File: config.mk
export PLATFORM = sky130hd
export DESIGN_NAME = matmul_tile_read_address_generator
export DESIGN_NICKNAME = d
export VERILOG_FILES = /design/src/sv/mtrag_pkg.sv /design/src/sv/mtrag_div.sv /design/src/sv/matmul_tile_read_address_generator.sv
export VERILOG_INCLUDE_DIRS = /design/src /design/src/sv
export SDC_FILE = /design/constraint.sdc
export NUM_CORES = 2
export LEC_CHECK = 0
export BUFFER_PORTS_ARGS = -buffer_cell sky130_fd_sc_hd__buf_2
export CORE_ASPECT_RATIO = 1.2
export CORE_MARGIN = 10
export CORE_UTILIZATION = 64
export DETAILED_ROUTE_END_ITERATION = 6
export GPL_TIMING_DRIVEN = 0
export HOLD_SLACK_MARGIN = 0.06
export PLACE_DENSITY_LB_ADDON = 0.1
export RECOVER_POWER = 100
export SLEW_MARGIN = 30
export SYNTH_ARGS = -nofsm -noshare
export SYNTH_HDL_FRONTEND = slang
export SYNTH_SLANG_ARGS = --single-unit
File: constraint.sdc
create_clock -name clk -period 15.1 [get_ports clk]
set_clock_uncertainty 0.2 [all_clocks]
set_input_delay 0.755 -clock clk [delete_from_list [all_inputs] [get_ports clk]]
set_output_delay 0.755 -clock clk [all_outputs]
set_load 0.1 [all_outputs]
File: src/sv/matmul_tile_read_address_generator_macros.svh
// ----------------------------------------------------------------------------
// Assertion macros for the tile read address generator
// Concurrent checks clocked on clk, with and without the reset qualifier.
// ----------------------------------------------------------------------------
`ifndef MATMUL_TILE_READ_ADDRESS_GENERATOR_MACROS_SVH
`define MATMUL_TILE_READ_ADDRESS_GENERATOR_MACROS_SVH

// Checked only while the block is out of reset.
`define MTRAG_ASSERT(lbl, prop, msg) \
	lbl: assert property (@(posedge clk) disable iff (!arst_n) (prop)) else $error(msg);

// Checked at every edge, reset included.
`define MTRAG_ASSERT_ALWAYS(lbl, prop, msg) \
	lbl: assert property (@(posedge clk) (prop)) else $error(msg);

`endif

File: src/sv/mtrag_pkg.sv
// ----------------------------------------------------------------------------
// mtrag_pkg
// Shared types and constants of the tile read address generator.
// ----------------------------------------------------------------------------
package mtrag_pkg;

	localparam int unsigned DATA_W            = 32;
	localparam int unsigned ADDR_W            = 4;
	localparam int unsigned TILE_ELEMENTS_DEF = 1024;
	localparam int unsigned DIV_W             = 32;

	// Command codes.
	localparam logic OP_START = 1'b0;
	localparam logic OP_STEP  = 1'b1;

	// Register indexes, taken from paddr[3:2].
	localparam logic [1:0] REG_ROWS  = 2'd0;
	localparam logic [1:0] REG_INNER = 2'd1;
	localparam logic [1:0] REG_COLS  = 2'd2;
	localparam logic [1:0] REG_BCAST = 2'd3;

	typedef struct packed {
		logic        opcode;
		logic [31:0] start_tile;
		logic [23:0] tile_count;
	} cmd_t;

	typedef struct packed {
		logic [31:0] a_byte_offset;
		logic [31:0] b_byte_offset;
		logic        last_of_tile;
		logic        last_of_all;
		logic        exhausted;
	} pair_t;

	typedef struct packed {
		logic             start;
		logic [DIV_W-1:0] dividend;
		logic [DIV_W-1:0] divisor;
	} div_req_t;

	typedef struct packed {
		logic             done;
		logic [DIV_W-1:0] quotient;
		logic [DIV_W-1:0] remainder;
	} div_rsp_t;

endpackage

File: src/sv/mtrag_div.sv
// ----------------------------------------------------------------------------
// mtrag_div
// Radix-2 restoring divider, one quotient bit per cycle.
// ----------------------------------------------------------------------------
module mtrag_div (
	input  logic                clk,
	input  logic                arst_n,
	input  mtrag_pkg::div_req_t req,
	output mtrag_pkg::div_rsp_t rsp
);

	localparam int unsigned W     = mtrag_pkg::DIV_W;
	localparam int unsigned CNT_W = $clog2(W);

	logic             busy_q;
	logic             done_q;
	logic [CNT_W-1:0] cnt_q;
	logic [W-1:0]     quo_q;
	logic [W-1:0]     rem_q;
	logic [W-1:0]     dvsr_q;

	logic [W:0] trial;
	logic [W:0] diff;
	logic       fits;

	// The dividend shifts out of the quotient register as quotient bits shift in.
	assign trial = {rem_q, quo_q[W-1]};
	assign diff  = trial - {1'b0, dvsr_q};
	assign fits  = trial >= {1'b0, dvsr_q};

	always_ff @(posedge clk or negedge arst_n) begin
		if (!arst_n) begin
			busy_q <= 1'b0;
			done_q <= 1'b0;
			cnt_q  <= '0;
		end else begin
			done_q <= 1'b0;
			if (req.start) begin
				busy_q <= 1'b1;
				cnt_q  <= '0;
			end else if (busy_q) begin
				cnt_q <= cnt_q + 1'b1;
				if (cnt_q == CNT_W'(W - 1)) begin
					busy_q <= 1'b0;
					done_q <= 1'b1;
				end
			end
		end
	end

	always_ff @(posedge clk) begin
		if (req.start) begin
			quo_q  <= req.dividend;
			rem_q  <= '0;
			dvsr_q <= req.divisor;
		end else if (busy_q) begin
			quo_q <= {quo_q[W-2:0], fits};
			rem_q <= fits ? diff[W-1:0] : trial[W-1:0];
		end
	end

	assign rsp.done      = done_q;
	assign rsp.quotient  = quo_q;
	assign rsp.remainder = rem_q;

endmodule

File: src/sv/matmul_tile_read_address_generator.sv
// ----------------------------------------------------------------------------
// matmul_tile_read_address_generator
// Operand tile read offsets for a tiled batched matrix multiply.
// ----------------------------------------------------------------------------
// A step word's pair is valid from the cycle after the word is accepted.
// A start word runs two passes through the shared divider, followed by three
// passes through the shared multiplier and a load.
// After a register write, and after reset, the sequencer refreshes the derived products.
// Reset is asynchronous, active low; it sets the registers to 1, 1, 1 and 0.
// ----------------------------------------------------------------------------
module matmul_tile_read_address_generator #(
	parameter int unsigned TILE_ELEMENTS = mtrag_pkg::TILE_ELEMENTS_DEF
) (
	input  logic                             clk,
	input  logic                             arst_n,
	input  logic                             cmd_valid,
	output logic                             cmd_ready,
	input  mtrag_pkg::cmd_t                  cmd,
	output logic                             pair_valid,
	input  logic                             pair_ready,
	output mtrag_pkg::pair_t                 pair,
	input  logic                             psel,
	input  logic                             penable,
	input  logic                             pwrite,
	input  logic [mtrag_pkg::ADDR_W-1:0]     paddr,
	input  logic [mtrag_pkg::DATA_W-1:0]     pwdata,
	output logic [mtrag_pkg::DATA_W-1:0]     prdata,
	output logic                             pready
);

	`include "matmul_tile_read_address_generator_macros.svh"

	localparam logic [31:0] TE = 32'(TILE_ELEMENTS);

	typedef enum logic [14:0] {
		S_IDLE    = 15'b000000000000001,
		S_C_MTNT  = 15'b000000000000010,
		S_C_KTNT  = 15'b000000000000100,
		S_C_KTE   = 15'b000000000001000,
		S_C_NTE   = 15'b000000000010000,
		S_C_KTNTE = 15'b000000000100000,
		S_C_AD    = 15'b000000001000000,
		S_C_D2    = 15'b000000010000000,
		S_C_D1    = 15'b000000100000000,
		S_DIV1    = 15'b000001000000000,
		S_DIV2    = 15'b000010000000000,
		S_MULA    = 15'b000100000000000,
		S_MULB1   = 15'b001000000000000,
		S_MULB2   = 15'b010000000000000,
		S_BFIN    = 15'b100000000000000
	} state_t;

	state_t state_q;

	// Configuration registers.
	logic [15:0] rows_q;
	logic [15:0] inner_q;
	logic [15:0] cols_q;
	logic        bcast_q;

	// Products derived from the registers.
	logic [31:0] mtnt_q;
	logic [31:0] ktnt_q;
	logic [31:0] kte_q;
	logic [31:0] nte_q;
	logic [31:0] ktnte_q;
	logic [31:0] ad_q;
	logic [31:0] d2_q;
	logic [31:0] d1_q;

	// Run state.
	logic [31:0] a_pos_q;
	logic [31:0] b_pos_q;
	logic [15:0] icnt_q;
	logic [15:0] ccnt_q;
	logic [31:0] mtc_q;
	logic [23:0] left_q;
	logic [31:0] pos_q;
	logic [31:0] q1_q;
	logic [31:0] q2_q;

	logic             out_valid_q;
	mtrag_pkg::pair_t out_q;

	// Shared multiplier.
	logic [31:0] mul_a;
	logic [31:0] mul_b;
	logic [31:0] mul_p_q;

	mtrag_pkg::div_req_t div_req;
	mtrag_pkg::div_rsp_t div_rsp;

	logic [15:0] mt_eff;
	logic [15:0] kt_eff;
	logic [15:0] nt_eff;
	logic        cfg_wr;
	logic        cmd_acc;
	logic        is_start;
	logic        is_step;
	logic        tile_end;
	logic        col_end;
	logic [32:0] mtc_inc;
	logic        mat_end;
	logic [31:0] a_delta;
	logic [31:0] b_delta;

	assign mt_eff = (rows_q  == 16'd0) ? 16'd1 : rows_q;
	assign kt_eff = (inner_q == 16'd0) ? 16'd1 : inner_q;
	assign nt_eff = (cols_q  == 16'd0) ? 16'd1 : cols_q;

	assign pready = 1'b1;
	assign cfg_wr = psel && penable && pwrite && pready;

	always_comb begin
		unique case (paddr[3:2])
			mtrag_pkg::REG_ROWS:  prdata = {16'd0, rows_q};
			mtrag_pkg::REG_INNER: prdata = {16'd0, inner_q};
			mtrag_pkg::REG_COLS:  prdata = {16'd0, cols_q};
			mtrag_pkg::REG_BCAST: prdata = {31'd0, bcast_q};
			default:              prdata = '0;
		endcase
	end

	always_ff @(posedge clk or negedge arst_n) begin
		if (!arst_n) begin
			rows_q  <= 16'd1;
			inner_q <= 16'd1;
			cols_q  <= 16'd1;
			bcast_q <= 1'b0;
		end else if (cfg_wr) begin
			unique case (paddr[3:2])
				mtrag_pkg::REG_ROWS:  rows_q  <= pwdata[15:0];
				mtrag_pkg::REG_INNER: inner_q <= pwdata[15:0];
				mtrag_pkg::REG_COLS:  cols_q  <= pwdata[15:0];
				mtrag_pkg::REG_BCAST: bcast_q <= pwdata[0];
				default:              ;
			endcase
		end
	end

	assign cmd_ready = (state_q == S_IDLE) && (!out_valid_q || pair_ready);
	assign cmd_acc   = cmd_valid && cmd_ready;
	assign is_start  = cmd_acc && (cmd.opcode == mtrag_pkg::OP_START);
	assign is_step   = cmd_acc && (cmd.opcode == mtrag_pkg::OP_STEP);

	// Step decisions.
	assign tile_end = ({1'b0, icnt_q} + 17'd1) >= {1'b0, kt_eff};
	assign col_end  = ({1'b0, ccnt_q} + 17'd1) >= {1'b0, nt_eff};
	assign mtc_inc  = {1'b0, mtc_q} + 33'd1;
	assign mat_end  = mtc_inc >= {1'b0, mtnt_q};

	// The position updates fold into one precomputed delta per case.
	assign a_delta = (tile_end && !col_end) ? ad_q : TE;

	always_comb begin
		if (!tile_end) begin
			b_delta = nte_q;
		end else if (!col_end) begin
			b_delta = d1_q;
		end else if (mat_end && !bcast_q) begin
			b_delta = TE;
		end else begin
			b_delta = d2_q;
		end
	end

	// Divider requests come from the start word and then from the first division.
	always_comb begin
		div_req.start    = 1'b0;
		div_req.dividend = cmd.start_tile;
		div_req.divisor  = {16'd0, nt_eff};
		if (is_start) begin
			div_req.start = 1'b1;
		end else if ((state_q == S_DIV1) && div_rsp.done) begin
			div_req.start    = 1'b1;
			div_req.dividend = pos_q;
			div_req.divisor  = mtnt_q;
		end
	end

	mtrag_div u_div (
		.clk    (clk),
		.arst_n (arst_n),
		.req    (div_req),
		.rsp    (div_rsp)
	);

	always_comb begin
		mul_a = {16'd0, mt_eff};
		mul_b = {16'd0, nt_eff};
		unique case (state_q)
			S_C_KTNT: begin
				mul_a = {16'd0, kt_eff};
				mul_b = {16'd0, nt_eff};
			end
			S_C_KTE: begin
				mul_a = {16'd0, kt_eff};
				mul_b = TE;
			end
			S_C_NTE: begin
				mul_a = {16'd0, nt_eff};
				mul_b = TE;
			end
			S_C_KTNTE: begin
				mul_a = ktnt_q;
				mul_b = TE;
			end
			S_MULA: begin
				mul_a = q1_q;
				mul_b = kte_q;
			end
			S_MULB1: begin
				mul_a = q2_q;
				mul_b = ktnt_q;
			end
			S_MULB2: begin
				mul_a = {16'd0, ccnt_q} + (bcast_q ? 32'd0 : mul_p_q);
				mul_b = TE;
			end
			default: ;
		endcase
	end

	always_ff @(posedge clk) begin
		mul_p_q <= mul_a * mul_b;
	end

	// Sequencer.
	always_ff @(posedge clk or negedge arst_n) begin
		if (!arst_n) begin
			state_q <= S_C_MTNT;
		end else if (cfg_wr) begin
			state_q <= S_C_MTNT;
		end else begin
			unique case (state_q)
				S_IDLE:    state_q <= is_start ? S_DIV1 : S_IDLE;
				S_C_MTNT:  state_q <= S_C_KTNT;
				S_C_KTNT:  state_q <= S_C_KTE;
				S_C_KTE:   state_q <= S_C_NTE;
				S_C_NTE:   state_q <= S_C_KTNTE;
				S_C_KTNTE: state_q <= S_C_AD;
				S_C_AD:    state_q <= S_C_D2;
				S_C_D2:    state_q <= S_C_D1;
				S_C_D1:    state_q <= S_IDLE;
				S_DIV1:    state_q <= div_rsp.done ? S_DIV2 : S_DIV1;
				S_DIV2:    state_q <= div_rsp.done ? S_MULA : S_DIV2;
				S_MULA:    state_q <= S_MULB1;
				S_MULB1:   state_q <= S_MULB2;
				S_MULB2:   state_q <= S_BFIN;
				S_BFIN:    state_q <= S_IDLE;
				default:   state_q <= S_IDLE;
			endcase
		end
	end

	// Derived products; each multiply result passes through the product register mul_p_q before it lands here.
	always_ff @(posedge clk) begin
		unique case (state_q)
			S_C_KTNT:  mtnt_q  <= mul_p_q;
			S_C_KTE:   ktnt_q  <= mul_p_q;
			S_C_NTE:   kte_q   <= mul_p_q;
			S_C_KTNTE: nte_q   <= mul_p_q;
			S_C_AD: begin
				ktnte_q <= mul_p_q;
				ad_q    <= TE - kte_q;
			end
			S_C_D2:    d2_q    <= TE - ktnte_q;
			S_C_D1:    d1_q    <= d2_q + nte_q;
			default:   ;
		endcase
	end

	always_ff @(posedge clk or negedge arst_n) begin
		if (!arst_n) begin
			a_pos_q <= '0;
			b_pos_q <= '0;
			icnt_q  <= '0;
			ccnt_q  <= '0;
			mtc_q   <= '0;
			left_q  <= '0;
		end else begin
			if (is_start) begin
				icnt_q <= '0;
				left_q <= cmd.tile_count;
			end else if (is_step && (left_q != 24'd0)) begin
				a_pos_q <= a_pos_q + a_delta;
				b_pos_q <= b_pos_q + b_delta;
				if (tile_end) begin
					icnt_q <= '0;
					left_q <= left_q - 24'd1;
					mtc_q  <= mat_end ? 32'd0 : mtc_inc[31:0];
					ccnt_q <= col_end ? 16'd0 : ccnt_q + 16'd1;
				end else begin
					icnt_q <= icnt_q + 16'd1;
				end
			end
			if ((state_q == S_DIV1) && div_rsp.done) begin
				ccnt_q <= div_rsp.remainder[15:0];
			end
			if ((state_q == S_DIV2) && div_rsp.done) begin
				mtc_q <= div_rsp.remainder;
			end
			if (state_q == S_MULB1) begin
				a_pos_q <= mul_p_q;
			end
			if (state_q == S_BFIN) begin
				b_pos_q <= mul_p_q;
			end
		end
	end

	always_ff @(posedge clk) begin
		if (is_start) begin
			pos_q <= cmd.start_tile;
		end
		if ((state_q == S_DIV1) && div_rsp.done) begin
			q1_q <= div_rsp.quotient;
		end
		if ((state_q == S_DIV2) && div_rsp.done) begin
			q2_q <= div_rsp.quotient;
		end
	end

	// Output word register.
	always_ff @(posedge clk or negedge arst_n) begin
		if (!arst_n) begin
			out_valid_q <= 1'b0;
		end else if (is_step) begin
			out_valid_q <= 1'b1;
		end else if (pair_ready) begin
			out_valid_q <= 1'b0;
		end
	end

	always_ff @(posedge clk) begin
		if (is_step) begin
			if (left_q == 24'd0) begin
				out_q.a_byte_offset <= '0;
				out_q.b_byte_offset <= '0;
				out_q.last_of_tile  <= 1'b0;
				out_q.last_of_all   <= 1'b0;
				out_q.exhausted     <= 1'b1;
			end else begin
				out_q.a_byte_offset <= {a_pos_q[30:0], 1'b0};
				out_q.b_byte_offset <= {b_pos_q[30:0], 1'b0};
				out_q.last_of_tile  <= tile_end;
				out_q.last_of_all   <= tile_end && (left_q == 24'd1);
				out_q.exhausted     <= 1'b0;
			end
		end
	end

	assign pair_valid = out_valid_q;
	assign pair       = out_q;

	`MTRAG_ASSERT(a_exhausted_zero, (pair_valid && pair.exhausted) |-> ((pair.a_byte_offset == 32'd0) && (pair.b_byte_offset == 32'd0) && !pair.last_of_tile), "exhausted word carries an offset or a flag")
	`MTRAG_ASSERT(a_last_all_tile, (pair_valid && pair.last_of_all) |-> pair.last_of_tile, "last of run without last of tile")
	`MTRAG_ASSERT(a_start_no_word, (is_start && !pair_ready) |=> (state_q == S_DIV1) && (pair_valid == $past(pair_valid)), "start word changed the output")
	`MTRAG_ASSERT(a_div_done_state, div_rsp.done |-> ((state_q == S_DIV1) || (state_q == S_DIV2)), "division finished outside a division state")
	`MTRAG_ASSERT_ALWAYS(a_ready_idle, cmd_ready |-> (state_q == S_IDLE), "command accepted while the sequencer is busy")

endmodule

==> summary.txt <==
Finish
  • Final design utilization: 0.704
  • Area Growth Syn to Fin: 9.49%
  • Share of cells above drive strength 1: 0.0524
  • Largest register FFs: between 60 and 70
  • Non-Filler Instances: between 7000 and 8000
  • Final net count: between 6000 and 7000

Synthesis
  • Largest area contributor in the synthesized netlist: edfxtp_1
  • Multiplexer share of the synthesized area: 0.0141
  • Seq cells post-synth: 762
  • Library cells used by synthesis: 94
  • Register area share after synthesis: 0.375
  • EDFF count, synth: 476
  • Post-Synth Simple-Gate Area: 0.156
  • Syn_area_per_cell: 9.86 um^2
  • Top cells by area, synth: edfxtp_1, fa_1, dfrtp_1
  • Main combinational cell family by area after synthesis: adder cells
  • Top-area cell type share of the netlist area: 0.254
  • Top FF cell, synth: edfxtp_1
  • Async SR Flop Fraction: 0.291
  • Synthesis Warnings: 0
  • Synth Area in XOR/XNOR: 0.0519
  • Adder-Cell Fraction of Synth Area: 0.221
  • Cell with the most instances after synthesis: inv_1
  • Compound-Gate Fraction of Synth Area: 0.121
  • Synth cell count leaders: inv_1, nand2_1, nor2_1
  • Post-Syn Area: 56300 um^2
  • Cells after Synth: 5713

Worst setup path
  • Worst path required time: 15440 ps
  • Most frequent CP cell: xnor2_1
  • Arrival time worst endpoint: 14390 ps
  • CP max FO: 41
  • CP startpoint kind: register
  • Slowest stage cell, crit path: clkbuf_1
  • CP Capture Type: register
  • CP peak stage delay: 1750 ps
  • WP buf/inv: 6
  • CP delay by family, top: adder cells
  • CP Class: register to register

Outcome
  • Failing checks: DRC, capacitance limit, slew limit
  • Status: finished, violations left

Power
  • Sw frac: 0.473
  • Net load switching power: 0.00680 W
  • Power share of the clock group: 0.152
  • Peak VDD IR: 1.17 mV
  • Part of the power in registers: 0.245
  • Comb power frac: 0.603
  • Power Dens Cells: 233 nW/um^2
  • Internal: 0.00757 W
  • Static Leak: 26.4 nW

Floorplan
  • Die Wd: 291 um
  • Top-level I/O count: around 200
  • Rows: 119
  • Core Region: 87500 um^2
  • Die H: 345 um
  • Die ar.: around 100000 um^2
  • Initial Util: 0.643

Clocking
  • CTS tree: done
  • CTS Sinks: 762
  • CTS clk-pin slew, worst paths: 60 ps
  • Clk buf depth: 3
  • CTS root buf: clkbuf_16
  • Clock Latency Late Sink: 680 ps
  • Post-CTS Repair Setup Buffers: 0
  • # H-tree levels: 3
  • Num CTS Buffers: 81

Hold path
  • Class of the worst hold path: input pin to register

Route
  • DRC: 18
  • Iteration-0 DRC Markers: 5269
  • Drt pass-1 iters: 7
  • Via count: 46800
  • Post-DR vias/cell: between 6 and 7
  • Final ANT Viol Nets: 0
  • Average wire per standard cell: 28.1 um
  • Drt total wl: between 200 and 250 mm

Place
  • Buffers on Ports: 164
  • Place WS: 1650 ps
  • Routability cong.: 1.07
  • Post-placement cell count: roughly 7100
  • Post-DP HPWL: between 150 and 200 mm

STA
  • Final hold vios: 0
  • Max frequency: 0.0711 GHz
  • RSZ-0062 raised after global routing: no
  • Tightest Pin Transition: 4120 ps
  • Final setup TNS: 0 ps
  • Final worst slack: 1050 ps
  • Period utilization: 0.931
  • Endpoints failing setup: 0
  • Final worst path period need: 14050 ps
  • Hold Slack: 82.5 ps
  • Fin. max-slew vios: 624
  • Relative slew margins: -1.75

Global route
  • First-pass GRT wire length: 300 mm
  • Grt ovf: 0
  • GRT Resource Usage Total: 0.404
  • Largest net degree at the start of global routing: 68
  • Initial antenna violation count: 12
  • Vias in the first global route: around 47000

Job
  • Max-cap violations: 22
area by class of cell:
class	count	area (um^2)
Timing Repair Buffer	211	903
Antenna cell	13	32.5
Clock inverter	48	666
Fill cell	6829	25900
Inverter	644	2420
Clock buffer	104	2200
Sequential cell	762	21100
Buffer	250	1030
Tap cell	1149	1440
Multi-Input combinational cell	4074	31800
power groups by stage:
stage	combinational [W]	sequential [W]	clock, W
CTS	0.00861	0.00347	0.00218
finish	0.00867	0.00353	0.00218
global placement	0.00817	0.00350	0
floorplan	0.00640	0.00318	0
global route	0.00974	0.00351	0.00226
detailed placement	0.00848	0.00351	0
per-stage QoR:
step           area (um^2)  power, W
3_3_place_gp         58600    0.0117
6_report             61700    0.0144
3_5_place_dp         59300    0.0120
4_1_cts              62200    0.0143
2_1_floorplan        56400   0.00958
5_1_grt              61600    0.0155
cell families (layout without fill, tap and decap cells):
logic type               count (synthesis)  after routing
XOR/XNOR                               324            324
adder cells (fa/ha/maj)                747            747
other                                    2             32
AO/OA/AOI/OAI                         1019           1019
buffers and inverters                  894           1257
multiplexers                            74             74
flip-flops                             762            762
AND/OR/NAND/NOR                       1891           1891
layer usage:
metal,GRT usage,share of wire,up-vias
met5,0,0.000059,-
met4,0.354,0.11,2
met3,0.0960,0.099,1038
met2,0.656,0.46,2958
met1,0.444,0.33,22700
li1,-,-,20100
repair_timing:
item | in CTS | in global routing
hold buffers | 3 | 0
setup endpoints to repair | 0 | 0
resized for setup | 0 | 0
endpoints found under the hold margin | 32 | 0
cells in the final DEF (no fill, tap or decap), types with 27 or more instances in the layout:
cell / count
a211oi_1: 45
a21o_1: 79
a21oi_1: 190
a221oi_1: 43
a22o_1: 29
a22oi_1: 152
and2_1: 61
and3_1: 53
buf_2: 58
clkbuf_1: 379
clkbuf_16: 82
dfrtp_1: 218
dfxtp_1: 64
edfxtp_1: 476
fa_1: 413
ha_1: 334
inv_1: 640
mux2_2: 32
mux2i_1: 41
nand2_1: 621
nand2b_1: 51
nand3_1: 115
nand4_1: 36
nor2_1: 600
nor2b_1: 112
nor3_1: 72
nor4_1: 41
o21a_1: 41
o21ai_0: 243
o21bai_1: 27
or3_1: 28
xnor2_1: 210
xor2_1: 108
final timing paths:
| kind | startpoint | endpoint | slack [ps] | depth (start not counted) |
|---|---|---|---|---|
| worst max-delay path | state_q[11]$_DFF_PN0_ | mul_p_q[31]$_DFF_P_ | 1050 | 35 |
| worst min-delay path | cmd[1] | left_q[1]$_DFFE_PN0P_ | 80 | 3 |
| worst max register to register | state_q[11]$_DFF_PN0_ | mul_p_q[31]$_DFF_P_ | 1050 | 35 |
| worst min register to register | u_div.quo_q[23]$_DFFE_PP_ | q2_q[23]$_DFFE_PP_ | 280 | 0 |
| max in group asynchronous | arst_n | a_pos_q[25]$_DFFE_PN0P_ | 6100 | 4 |
| min in group asynchronous | arst_n | u_div.cnt_q[2]$_DFFE_PN0P_ | 1040 | 2 |
worst min-delay path, stage by stage:
cell and delay, ps:
buf_2 80, nand2_1 40, nand2_1 50
Note: power is estimated with default switching activity, not from simulation.
